[src/design/sps_pkg.sv]
package sps_pkg;

  localparam int unsigned PhasesDefault = 24;
  localparam int unsigned HomePhase     = 12;
  localparam int unsigned PhaseW        = 5;
  localparam int unsigned PosW          = 16;
  localparam int unsigned AngleW        = 12;
  localparam int unsigned BudgetW       = 8;
  localparam int unsigned CfgIdxW       = 2;
  localparam int unsigned CfgDataW      = 16;
  localparam int unsigned InDataW       = 32;
  localparam int unsigned InUserW       = 8;
  localparam int unsigned OutDataW      = 32;

  typedef enum logic [CfgIdxW-1:0] {
    CFG_MAX_TARGET  = 2'd0,
    CFG_WINDOW_LOW  = 2'd1,
    CFG_WINDOW_HIGH = 2'd2,
    CFG_HOME_LIMIT  = 2'd3
  } cfg_idx_e;

  typedef enum logic [1:0] {
    HOME_NONE   = 2'd0,
    HOME_FOUND  = 2'd1,
    HOME_BUDGET = 2'd2,
    HOME_ABORT  = 2'd3
  } home_result_e;

  typedef struct packed {
    logic [PosW-1:0]    max_target_step;
    logic [AngleW-1:0]  zero_window_low;
    logic [AngleW-1:0]  zero_window_high;
    logic [BudgetW-1:0] home_step_limit;
  } cfg_t;

  typedef struct packed {
    logic              home_request;
    logic              new_target;
    logic [PosW-1:0]   target_step;
    logic [AngleW-1:0] angle_sample;
    logic              abort_button;
  } tick_t;

  typedef struct packed {
    logic [7:0]      phase_pattern;
    logic            step_taken;
    logic            step_up;
    logic [PosW-1:0] position;
    logic            moving;
    logic            over_limit;
    logic            homing;
    home_result_e    home_result;
  } result_t;

  // Coil pattern table; entries past the defined patterns read as zero.
  function automatic logic [7:0] coil_pattern(input logic [PhaseW-1:0] idx);
    logic [7:0] pat;
    unique case (idx)
      5'd0:  pat = 8'hC0;
      5'd1:  pat = 8'hC1;
      5'd2:  pat = 8'hC2;
      5'd3:  pat = 8'hC3;
      5'd4:  pat = 8'h83;
      5'd5:  pat = 8'h43;
      5'd6:  pat = 8'h03;
      5'd7:  pat = 8'h07;
      5'd8:  pat = 8'h0B;
      5'd9:  pat = 8'h0F;
      5'd10: pat = 8'h0E;
      5'd11: pat = 8'h0D;
      5'd12: pat = 8'h0C;
      5'd13: pat = 8'h1C;
      5'd14: pat = 8'h2C;
      5'd15: pat = 8'h3C;
      5'd16: pat = 8'h38;
      5'd17: pat = 8'h34;
      5'd18: pat = 8'h30;
      5'd19: pat = 8'h70;
      5'd20: pat = 8'hB0;
      5'd21: pat = 8'hF0;
      5'd22: pat = 8'hE0;
      5'd23: pat = 8'hD0;
      default: pat = 8'h00;
    endcase
    return pat;
  endfunction

endpackage

[src/design/stepper_phase_sequencer_with_homing_unit.sv]
// Stepper phase sequencer with zero search.
// A result is registered and appears in the cycle after its tick transaction is accepted.
// Throughput: one tick per cycle; the combinational next-state logic and the
// output register set this, and while a result waits unaccepted no new tick is taken.
// Reset (rst_ni low, asynchronous): motion state cleared, config registers at defaults.
module stepper_phase_sequencer_with_homing_unit #(
  parameter int unsigned PHASES = sps_pkg::PhasesDefault
) (
  input  logic                          clk_i,
  input  logic                          rst_ni,
  input  logic                          cfg_valid_i,
  output logic                          cfg_ready_o,
  input  logic [sps_pkg::CfgIdxW-1:0]   cfg_index_i,
  input  logic [sps_pkg::CfgDataW-1:0]  cfg_data_i,
  input  logic                          s_axis_tvalid_i,
  output logic                          s_axis_tready_o,
  // [15:0] target_step, [27:16] angle_sample, [28] abort_button, rest zero
  input  logic [sps_pkg::InDataW-1:0]   s_axis_tdata_i,
  // [0] home_request, [1] new_target, rest zero
  input  logic [sps_pkg::InUserW-1:0]   s_axis_tuser_i,
  output logic                          m_axis_tvalid_o,
  input  logic                          m_axis_tready_i,
  // [7:0] phase_pattern, [8] step_taken, [9] step_up, [25:10] position,
  // [26] moving, [27] over_limit, [28] homing, [30:29] home_result, [31] zero
  output logic [sps_pkg::OutDataW-1:0]  m_axis_tdata_o
);
  import sps_pkg::*;

  cfg_t    cfg_q;
  tick_t   tick;
  result_t result, result_q;
  logic    out_valid_q;
  logic    in_accept;

  assign cfg_ready_o     = 1'b1;
  assign s_axis_tready_o = !out_valid_q || m_axis_tready_i;
  assign in_accept       = s_axis_tvalid_i && s_axis_tready_o;

  always_ff @(posedge clk_i or negedge rst_ni) begin
    if (!rst_ni) begin
      cfg_q.max_target_step  <= 16'd65535;
      cfg_q.zero_window_low  <= 12'd49;
      cfg_q.zero_window_high <= 12'd54;
      cfg_q.home_step_limit  <= 8'd80;
    end else if (cfg_valid_i) begin
      unique case (cfg_idx_e'(cfg_index_i))
        CFG_MAX_TARGET:  cfg_q.max_target_step  <= cfg_data_i;
        CFG_WINDOW_LOW:  cfg_q.zero_window_low  <= cfg_data_i[AngleW-1:0];
        CFG_WINDOW_HIGH: cfg_q.zero_window_high <= cfg_data_i[AngleW-1:0];
        CFG_HOME_LIMIT:  cfg_q.home_step_limit  <= cfg_data_i[BudgetW-1:0];
        default: ;
      endcase
    end
  end

  always_comb begin
    tick.home_request = s_axis_tuser_i[0];
    tick.new_target   = s_axis_tuser_i[1];
    tick.target_step  = s_axis_tdata_i[15:0];
    tick.angle_sample = s_axis_tdata_i[27:16];
    tick.abort_button = s_axis_tdata_i[28];
  end

  sps_core #(
    .PHASES(PHASES)
  ) u_core (
    .clk_i       (clk_i),
    .rst_ni      (rst_ni),
    .tick_valid_i(in_accept),
    .tick_i      (tick),
    .cfg_i       (cfg_q),
    .result_o    (result)
  );

  always_ff @(posedge clk_i or negedge rst_ni) begin
    if (!rst_ni) begin
      out_valid_q <= 1'b0;
    end else if (in_accept) begin
      out_valid_q <= 1'b1;
    end else if (m_axis_tready_i) begin
      out_valid_q <= 1'b0;
    end
  end

  always_ff @(posedge clk_i) begin
    if (in_accept) begin
      result_q <= result;
    end
  end

  assign m_axis_tvalid_o = out_valid_q;
  assign m_axis_tdata_o  = {1'b0, result_q.home_result, result_q.homing, result_q.over_limit,
                            result_q.moving, result_q.position, result_q.step_up,
                            result_q.step_taken, result_q.phase_pattern};

  // A finished search reports its outcome only once homing has dropped.
  assert property (@(posedge clk_i) disable iff (!rst_ni)
    out_valid_q |-> !(result_q.homing && result_q.home_result != HOME_NONE))
    else $error("home result reported while still homing");

  assert property (@(posedge clk_i) disable iff (!rst_ni)
    out_valid_q && result_q.step_up |-> result_q.step_taken)
    else $error("upward step flagged without a step");

  assert property (@(posedge clk_i) disable iff (!rst_ni)
    in_accept |=> out_valid_q)
    else $error("accepted tick produced no result");

  assert property (@(posedge clk_i) disable iff (!rst_ni)
    out_valid_q && !m_axis_tready_i |-> !s_axis_tready_o)
    else $error("tick accepted while result stalled");

endmodule

[src/design/sps_core.sv]
module sps_core #(
  parameter int unsigned PHASES = sps_pkg::PhasesDefault
) (
  input  logic             clk_i,
  input  logic             rst_ni,
  input  logic             tick_valid_i,
  input  sps_pkg::tick_t   tick_i,
  input  sps_pkg::cfg_t    cfg_i,
  output sps_pkg::result_t result_o
);
  import sps_pkg::*;

  typedef enum logic [1:0] {
    MODE_IDLE,
    MODE_MOVING,
    MODE_HOMING
  } mode_e;

  localparam logic [PhaseW-1:0] LastPhase  = PhaseW'(PHASES - 1);
  localparam logic [PhaseW-1:0] HomeIdx    = PhaseW'(HomePhase % PHASES);
  localparam logic [PhaseW-1:0] HomeUpIdx  = (HomeIdx >= LastPhase) ? '0 : HomeIdx + 1'b1;
  localparam logic [PhaseW:0]   PhaseCount = (PhaseW + 1)'(PHASES);

  mode_e              mode_q, mode_d;
  logic [PhaseW-1:0]  phase_q, phase_d;
  logic [PosW-1:0]    pos_q, pos_d;
  logic [PosW-1:0]    tgt_q, tgt_d;
  logic [BudgetW-1:0] left_q, left_d;
  logic               ovf_q, ovf_d;

  logic [PhaseW-1:0]  phase_up, phase_dn;
  logic [PosW-1:0]    diff;
  logic               in_window;
  logic               stepped, went_up;
  home_result_e       res;

  assign phase_up  = (phase_q >= LastPhase) ? '0 : phase_q + 1'b1;
  assign phase_dn  = (phase_q == '0 || {1'b0, phase_q} >= PhaseCount) ? LastPhase
                                                                    : phase_q - 1'b1;
  assign in_window = (tick_i.angle_sample >= cfg_i.zero_window_low) &&
                     (tick_i.angle_sample <= cfg_i.zero_window_high);

  always_comb begin
    mode_d  = mode_q;
    phase_d = phase_q;
    pos_d   = pos_q;
    tgt_d   = tgt_q;
    left_d  = left_q;
    ovf_d   = ovf_q;
    stepped = 1'b0;
    went_up = 1'b0;
    res     = HOME_NONE;
    diff    = '0;
    if (mode_q == MODE_HOMING) begin
      if (in_window) begin
        pos_d  = '0;
        tgt_d  = '0;
        mode_d = MODE_IDLE;
        res    = HOME_FOUND;
      end else if (left_q == '0) begin
        mode_d = MODE_IDLE;
        res    = HOME_BUDGET;
        tgt_d  = pos_q;
      end else begin
        phase_d = phase_up;
        pos_d   = pos_q + 1'b1;
        tgt_d   = pos_q + 1'b1;
        left_d  = left_q - 1'b1;
        stepped = 1'b1;
        went_up = 1'b1;
        if (tick_i.abort_button) begin
          mode_d = MODE_IDLE;
          res    = HOME_ABORT;
        end
      end
    end else if (tick_i.home_request) begin
      phase_d = HomeUpIdx;
      pos_d   = pos_q + 1'b1;
      tgt_d   = pos_q + 1'b1;
      left_d  = cfg_i.home_step_limit;
      stepped = 1'b1;
      went_up = 1'b1;
      mode_d  = MODE_HOMING;
    end else begin
      if (tick_i.new_target && pos_q == tgt_q) begin
        tgt_d = tick_i.target_step;
        ovf_d = tick_i.target_step > cfg_i.max_target_step;
      end
      diff = tgt_d - pos_q;
      if (pos_q != tgt_d) begin
        stepped = 1'b1;
        // The sign of the wrapped difference picks the shorter way round.
        if (!diff[PosW-1]) begin
          phase_d = phase_up;
          pos_d   = pos_q + 1'b1;
          went_up = 1'b1;
        end else begin
          phase_d = phase_dn;
          pos_d   = pos_q - 1'b1;
        end
      end
      mode_d = (pos_d != tgt_d) ? MODE_MOVING : MODE_IDLE;
    end
  end

  always_ff @(posedge clk_i or negedge rst_ni) begin
    if (!rst_ni) begin
      mode_q  <= MODE_IDLE;
      phase_q <= '0;
      pos_q   <= '0;
      tgt_q   <= '0;
      left_q  <= '0;
      ovf_q   <= 1'b0;
    end else if (tick_valid_i) begin
      mode_q  <= mode_d;
      phase_q <= phase_d;
      pos_q   <= pos_d;
      tgt_q   <= tgt_d;
      left_q  <= left_d;
      ovf_q   <= ovf_d;
    end
  end

  always_comb begin
    result_o.phase_pattern = coil_pattern(phase_d);
    result_o.step_taken    = stepped;
    result_o.step_up       = went_up;
    result_o.position      = pos_d;
    result_o.moving        = pos_d != tgt_d;
    result_o.over_limit    = ovf_d;
    result_o.homing        = mode_d == MODE_HOMING;
    result_o.home_result   = res;
  end

endmodule
[config.mk]
export PLATFORM = sky130hd
export DESIGN_NAME = stepper_phase_sequencer_with_homing_unit
export DESIGN_NICKNAME = d
export VERILOG_FILES = /design/src/design/sps_pkg.sv /design/src/design/stepper_phase_sequencer_with_homing_unit.sv /design/src/design/sps_core.sv
export SDC_FILE = /design/constraint.sdc
export NUM_CORES = 1
export LEC_CHECK = 0
export BUFFER_PORTS_ARGS = -buffer_cell sky130_fd_sc_hd__clkbuf_2
export CORE_MARGIN = 3
export CORE_UTILIZATION = 45
export CTS_CLUSTER_DIAMETER = 40
export CTS_CLUSTER_SIZE = 20
export DETAILED_ROUTE_END_ITERATION = 8
export GPL_ROUTABILITY_DRIVEN = 1
export PLACE_DENSITY = 0.75
export SLEW_MARGIN = 0
export SYNTH_ARGS = -nofsm -noshare
export SYNTH_HDL_FRONTEND = slang
export SYNTH_SLANG_ARGS = --single-unit
[constraint.sdc]
create_clock -name clk_i -period 6.6 [get_ports clk_i]
set_input_delay 1.32 -clock clk_i [delete_from_list [all_inputs] [get_ports clk_i]]
set_output_delay 1.32 -clock clk_i [all_outputs]
set_load 0.1 [all_outputs]
==> metrics.csv, run 1 <==
stage,metric,value,unit
detailed_routing,wl_per_cell,20.0,um
power_and_ir_drop,p_leak,4.73,nW
flow_run,cap_violations,0,
sta,period_share,89.9,%
layout,n_antenna_cell,0,
detailed_routing,routed_wl,29000,um
power_and_ir_drop,switchingPower,3.02,mW
logic_synthesis,syn-cell-area,0.00934,mm^2
power_and_ir_drop,p_per_area,552,mW/mm^2
sta,worstMarginPinSlew,1.04,ns
critical_path,crit_chain,"xor2_1, or4_4, nor2_2, nand2_1, buf_4, mux2_2, ha_1, nand2_1, o21ai_0, a21o_1, nor2_1, mux2i_4, buf_4, a311oi_1, nand2_1, a2bb2oi_1, nand4_1, o31a_1",
outcome,status,"complete, no violations",
floorplanning,rows,52,
power_and_ir_drop,power.internal,2.98,mW
clock_network,cts_tree,done,
critical_path,cp_max_fo,17,
sta,rsz0062_at_grt,no,
sta,setup_viol,0,
global_routing,antenna_found_initial,0,
min_path,hp-class,reg -> reg,
power_and_ir_drop,power_frac_comb,61.1,%
critical_path,critPathArrivalTime,6.10,ns
sta,period_minus_slack,5.93,ns
global_routing,gr-usage-all-layers,26.0,%
logic_synthesis,yosysWarnings,0,
clock_network,clk_pin_slew,0.06,ns
critical_path,crit_buf_inv,2,
critical_path,cpPeakStageDelay,0.66,ns
detailed_routing,vias,8622,
detailed_routing,viasPerCell,5.97,
sta,slew_headroom,30.4,%
clock_network,clockBufferDepth,2,
floorplanning,die_h,150,um
global_routing,grt_pass1_wl,44800,um
floorplanning,io_pins,98,
sta,fin_skew,0.0158,ns
clock_network,cts_hold_buf,0,
logic_synthesis,synth_edf_count,31,
clock_network,clk_latency,0.44,ns
global_routing,grt.met2_usage,40.3,%
placement,dpl_cell_area,0.0103,mm^2
placement,hpwl,22100,um
min_path,min_path_cells,1,
clock_network,cts_root_buf,clkbuf_16,
logic_synthesis,synthFlopType,dfrtp_1,
layout,syn_to_final_growth,16.4,%
clock_network,cts.sinks,128,
clock_network,cts_buffers,17,
global_routing,grtUsageMet3,5.33,%
critical_path,start_kind,flop,
detailed_routing,drtIter0Drc,894,
logic_synthesis,netlist_instances,1061,
logic_synthesis,synth.avg_cell_area,8.80,um^2
global_routing,top_usage_layer,met2,
critical_path,slowest_stage,a311oi_1,
sta,slew_viol_final,0,
power_and_ir_drop,max-vdd-ir-drop,0.222,mV
critical_path,critical-path-top-delay-family,compound AO/OA/AOI/OAI gates,
placement,place.gp.congestion,1.02,
critical_path,path_depth,18,
power_and_ir_drop,swShare,50.4,%
logic_synthesis,yosysSeqAreaShare,36.3,%
floorplanning,start_util,46.0,%
power_and_ir_drop,clockPowerShare,16.3,%
clock_network,cts_setup_buffers,0,
global_routing,grt_pass1_vias,7999,
clock_network,htree_num_levels,4,
logic_synthesis,ys_ff_latch,128,
critical_path,r2r_cells,18,
power_and_ir_drop,seqPwrFrac,22.6,%
sta,tns,0,ns
sta,finalHoldViolCount,0,
detailed_routing,drt-pass1-iter-count,5,
logic_synthesis,synthDistinctLibCells,91,
floorplanning,die_area,0.0225,mm^2
critical_path,path_class,reg -> reg,
layout,drive_gt1_share,22.3,%
detailed_routing,postRouteAntennaNets,0,
logic_synthesis,syn-num-nets,1185,
critical_path,cp_common_cell,nand2_1,
global_routing,grt_max_degree,70,
logic_synthesis,synthArstFlopShare,75.8,%
layout,stdcell_area,0.0109,mm^2
sta,max_freq,0.169,GHz
global_routing,grt_overflow,0,
floorplanning,dieWidth,150,um
critical_path,required,6.77,ns
clock_network,cts-resized-gates,0,
global_routing,use_met1,35.7,%
placement,io_buffers,86,
detailed_routing,drc,0,
floorplanning,core_area,0.0203,mm^2
critical_path,worstSetupEndpointType,flop,
layout,nets,1286,
==> sequential cells by signal, summed over array words and instances (netlist names) <==
register	flops
u_core.tgt_q	16
u_core.left_q	8
u_core.mode_q	2
u_core.ovf_q	1
u_core.phase_q	5
cfg_q	48
m_axis_tdata_o	31
u_core.pos_q	16
m_axis_tvalid_o	1
==> cell usage in the layout, fill, tap and decap left out, types with 12 or more instances in the layout <==
| cell type | n |
|---|---|
| nor3_1 | 22 |
| o21ai_0 | 95 |
| o211ai_1 | 12 |
| mux2_2 | 45 |
| dfstp_2 | 25 |
| ha_1 | 61 |
| a21oi_1 | 53 |
| o21a_1 | 15 |
| inv_1 | 71 |
| nand2_1 | 117 |
| clkbuf_16 | 17 |
| clkbuf_2 | 85 |
| nand3_1 | 24 |
| edfxtp_1 | 31 |
| nor2_1 | 75 |
| xor2_1 | 16 |
| xnor2_1 | 29 |
| nand4_1 | 19 |
| dfrtp_1 | 72 |
| a211oi_1 | 14 |
| buf_4 | 53 |
==> final timing paths <==
path,start,slack [ns],endpoint
min,cfg_q[19]$_DFFE_PN0P_,0.51,cfg_q[19]$_DFFE_PN0P_
max,u_core.pos_q[11]$_DFFE_PN0P_,0.67,m_axis_tdata_o[26]$_DFFE_PP_
min reg2reg,cfg_q[19]$_DFFE_PN0P_,0.51,cfg_q[19]$_DFFE_PN0P_
min in group asynchronous,rst_ni,0.91,u_core.pos_q[3]$_DFFE_PN0P_
max in group asynchronous,rst_ni,4.61,u_core.phase_q[2]$_DFFE_PN0P_
max reg2reg,u_core.pos_q[11]$_DFFE_PN0P_,0.67,m_axis_tdata_o[26]$_DFFE_PP_
==> logic make-up (layout without fill, tap and decap cells) <==
| family | after synthesis | count (layout) | synth area share (%) |
|---|---|---|---|
| AND/OR/NAND/NOR | 334 | 334 | 17.5 |
| flip-flops | 128 | 128 | 36.3 |
| adder cells (fa/ha/maj) | 61 | 61 | 8.17 |
| XOR/XNOR | 47 | 47 | 4.57 |
| AO/OA/AOI/OAI | 302 | 302 | 20.9 |
| other | 2 | 2 | 0.0804 |
| buffers and inverters | 129 | 243 | 5.51 |
| multiplexers | 58 | 58 | 6.99 |
==> cell usage after synthesis (16+ instances only) <==
| library cell | count | share of area [%] |
|---|---|---|
| nor2_1 | 75 | 3.0 |
| nor3_1 | 22 | 1.2 |
| clkbuf_1 | 34 | 1.4 |
| o21ai_0 | 95 | 5.1 |
| edfxtp_1 | 31 | 10 |
| a21oi_1 | 53 | 2.8 |
| nand4_1 | 19 | 1.3 |
| nand2_1 | 117 | 4.7 |
| dfrtp_1 | 72 | 19 |
| ha_1 | 61 | 8.2 |
| mux2_2 | 45 | 5.4 |
| nand3_1 | 24 | 1.3 |
| xor2_1 | 16 | 1.5 |
| dfstp_2 | 25 | 7.0 |
| xnor2_1 | 29 | 2.7 |
| inv_1 | 72 | 2.9 |
==> cell type report <==
type,instances,area (um^2)
fillers,1909,9430
flip-flops and latches,128,3390
well taps,270,338
clock inverters,15,183
multi-input cells,804,5440
clock buffers,17,425
repair buffers,138,823
inverters,73,274
==> worst reg2reg max path: stages, from the launching register on <==
cell	delay, ns
dfrtp_1	0.53
xor2_1	0.25
or4_4	0.53
nor2_2	0.24
nand2_1	0.16
buf_4	0.25
mux2_2	0.40
ha_1	0.35
nand2_1	0.06
o21ai_0	0.54
a21o_1	0.31
nor2_1	0.13
mux2i_4	0.27
buf_4	0.24
a311oi_1	0.66
nand2_1	0.12
a2bb2oi_1	0.18
nand4_1	0.11
o31a_1	0.34
==> through the flow <==
| step | utilization (%) | worst slack (ns) | std cells | hold slack (ns) | power (mW) |
|---|---|---|---|---|---|
| 2_1_floorplan | - | 0.752 | 1061 | 0.461 | 3.88 |
| 4_1_cts | 53.6 | 0.800 | 1445 | 0.509 | 5.93 |
| 6_report | 53.6 | 0.668 | 1445 | 0.506 | 6.00 |
| 3_5_place_dp | 50.6 | 0.600 | 1413 | 0.494 | 4.93 |
| 3_3_place_gp | 50.6 | 0.601 | 1413 | 0.479 | 4.89 |
| 5_1_grt | 53.6 | 0.315 | 1445 | 0.520 | 6.37 |
==> power groups by stage <==
stage | sequential, mW | combinational (mW) | clock [mW]
finish | 1.35 | 3.67 | 0.978
global placement | 1.35 | 3.55 | 0
detailed placement | 1.36 | 3.57 | 0
floorplan | 1.67 | 2.21 | 0
CTS | 1.35 | 3.59 | 0.995
global route | 1.38 | 3.97 | 1.02
==> per-layer routing <==
layer	part of all wire, %	routed length, um
met2	44	12800
met1	43	12400
met4	3.8	1110
met3	8.9	2580
met5	0	0
No activity file was read; power rests on OpenSTA's default activity.
==> run 2, diff against run 1 <==
==> constraint.sdc (replaced) <==
create_clock -name clk_i -period 6.4 [get_ports clk_i]
set_input_delay 1.28 -clock clk_i [delete_from_list [all_inputs] [get_ports clk_i]]
set_output_delay 1.28 -clock clk_i [all_outputs]
set_load 0.1 [all_outputs]
==> metrics.csv, run 2 (same netlist as run 1, synthesis figures left out) <==
stage,metric,value,unit
critical_path,critical-path-top-delay-family,simple AND/OR/NAND/NOR gates,
detailed_routing,wl_per_cell,20.2,um
detailed_routing,drc,0,
sta,period_minus_slack,5.96,ns
detailed_routing,drtIter0Drc,907,
critical_path,cp_max_fo,16,
outcome,status,"complete, no violations",
global_routing,grt_pass1_wl,45000,um
critical_path,path_class,reg -> reg,
clock_network,htree_num_levels,4,
placement,place.gp.congestion,1.03,
critical_path,critPathArrivalTime,6.13,ns
clock_network,cts_tree,done,
layout,drive_gt1_share,21.4,%
sta,slew_headroom,34.4,%
critical_path,crit_chain,"xor2_2, or4_4, nor2_2, nand2_1, buf_12, mux2i_1, inv_1, ha_1, nand2_1, o21ai_0, a21o_1, nor2_2, mux2i_4, and3b_1, nor4bb_2, a21oi_1, a21oi_1, nand4_1, o31a_1",
critical_path,start_kind,flop,
detailed_routing,vias,8610,
detailed_routing,postRouteAntennaNets,0,
min_path,holdCritStartpoint,cfg_q[15]$_DFFE_PN0P_,
placement,place_ws,0.206,ns
floorplanning,start_util,46.0,%
global_routing,antenna_found_initial,0,
sta,period_share,93.1,%
critical_path,slowest_stage,or4_4,
layout,syn_to_final_growth,15.7,%
sta,setup_ws,0.440,ns
layout,final-seq-area,0.00339,mm^2
global_routing,grt_overflow,0,
floorplanning,io_pins,98,
detailed_routing,routed_wl,28900,um
clock_network,cts.sinks,128,
floorplanning,die_h,150,um
floorplanning,rows,52,
critical_path,crit_buf_inv,2,
layout,layout_common_cells,"nand2_1, o21ai_0, clkbuf_2, nor2_1, dfrtp_1",
layout,final_common_cell,nand2_1,
sta,setup_viol,0,
power_and_ir_drop,max-vdd-ir-drop,0.212,mV
sta,fin_skew,0.0105,ns
global_routing,grt_pass1_vias,8150,
layout,regMostFlops,cfg_q,
clock_network,cts_root_buf,clkbuf_16,
placement,dpl_cell_area,0.0102,mm^2
floorplanning,core_area,0.0203,mm^2
layout,largest_reg_flops,48,
sta,finalHoldViolCount,0,
critical_path,worstSetupEndpointType,flop,
layout,n_antenna_cell,0,
clock_network,cts_buffers,17,
clock_network,clk_latency,0.43,ns
layout,stdcell_area,0.0108,mm^2
floorplanning,dieWidth,150,um
sta,slew_viol_final,0,
clock_network,cts_hold_buf,0,
global_routing,gr-usage-all-layers,26.0,%
placement,io_buffers,86,
sta,tns,0,ns
flow_run,cap_violations,0,
detailed_routing,drt-pass1-iter-count,6,
layout,n_fill_cell,1864,
critical_path,cpPeakStageDelay,0.58,ns
critical_path,r2r_start,u_core.pos_q[15]$_DFFE_PN0P_,
critical_path,startpoint,u_core.pos_q[15]$_DFFE_PN0P_,
sta,worstMarginPinSlew,0.983,ns
detailed_routing,viasPerCell,6.02,
clock_network,clk_pin_slew,0.07,ns
global_routing,grt_max_degree,70,
sta,max_freq,0.168,GHz
power_and_ir_drop,p_leak,4.67,nW
floorplanning,die_area,0.0225,mm^2
layout,multi_input_area,0.00544,mm^2
sta,rsz0062_at_grt,no,
placement,hpwl,21800,um
layout,nets,1271,
min_path,hp-class,reg -> reg,
critical_path,required,6.57,ns
power_and_ir_drop,p_per_area,566,mW/mm^2
clock_network,clockBufferDepth,2,
[run 2: changes by cell type in the layout (fill, tap and decap cells not counted)]
cell,delta
nor2_2,+1
clkinvlp_4,+1
clkbuf_16,+1
bufinv_16,+2
buf_4,-16
clkinv_8,-2
inv_6,-1
clkinv_4,+3
nor2_1,-1
inv_8,-4
buf_12,+1
[run 2: path summary, 6_finish.rpt]
| check | cells after the start | slack (ns) | end |
|---|---|---|---|
| worst min register to register | 1 | 0.50 | cfg_q[15]$_DFFE_PN0P_ |
| max in group asynchronous | 2 | 4.40 | cfg_q[20]$_DFFE_PN1P_ |
| min in group asynchronous | 1 | 0.92 | u_core.pos_q[2]$_DFFE_PN0P_ |
| worst min-delay path | 1 | 0.50 | cfg_q[15]$_DFFE_PN0P_ |
| worst max-delay path | 19 | 0.44 | m_axis_tdata_o[26]$_DFFE_PP_ |
| worst max register to register | 19 | 0.44 | m_axis_tdata_o[26]$_DFFE_PP_ |
[run 2: area by class of cell]
| cell class | instances | share of cell area, % |
|---|---|---|
| tap | 270 | 3.13 |
| clock buffer | 18 | 4.17 |
| inverter | 73 | 2.54 |
| clock inverter | 14 | 1.76 |
| timing repair buffer | 123 | 6.69 |
| sequential | 128 | 31.4 |
| multi-input combinational | 804 | 50.4 |
[run 2: metal layers]
layer / GRT usage (%) / share of wire, % / wire (um)
met1: 36.0 / 43 / 12400
met4: 9.47 / 3.3 / 949
met5: 0 / 0 / 0
met3: 5.03 / 8.6 / 2490
met2: 40.6 / 45 / 13100
[run 2: timing repair]
| action | in CTS | in global routing |
|---|---|---|
| setup buffers | 0 | 0 |
| setup endpoints to repair | 0 | 1 |
| gates resized for setup | 0 | 1 |
[run 2: worst register-to-register path: cells and delay by family, from the launching register on]
family,cells,cell delay (ns)
xor+xnor,1,0.21
buf+inv,2,0.37
simple gates,8,2.06
compound gates,5,1.62
flops,1,0.51
mux,2,0.59
fa+ha+maj,1,0.32
[run 2: stage by stage]
stage | std cells | hold WS [ns] | total power [mW] | utilization, %
2_1_floorplan | 1061 | 0.461 | 4.00 | -
3_3_place_gp | 1398 | 0.481 | 4.92 | 50.1
3_5_place_dp | 1398 | 0.494 | 4.96 | 50.1
4_1_cts | 1430 | 0.509 | 6.06 | 53.2
5_1_grt | 1430 | 0.526 | 6.49 | 53.2
6_report | 1430 | 0.505 | 6.12 | 53.2
[run 2: power by group]
part / internal, mW / total, mW / switching (mW)
clock network: 0.649 / 1.06 / 0.415
logic: 1.25 / 3.66 / 2.40
registers: 1.15 / 1.40 / 0.245
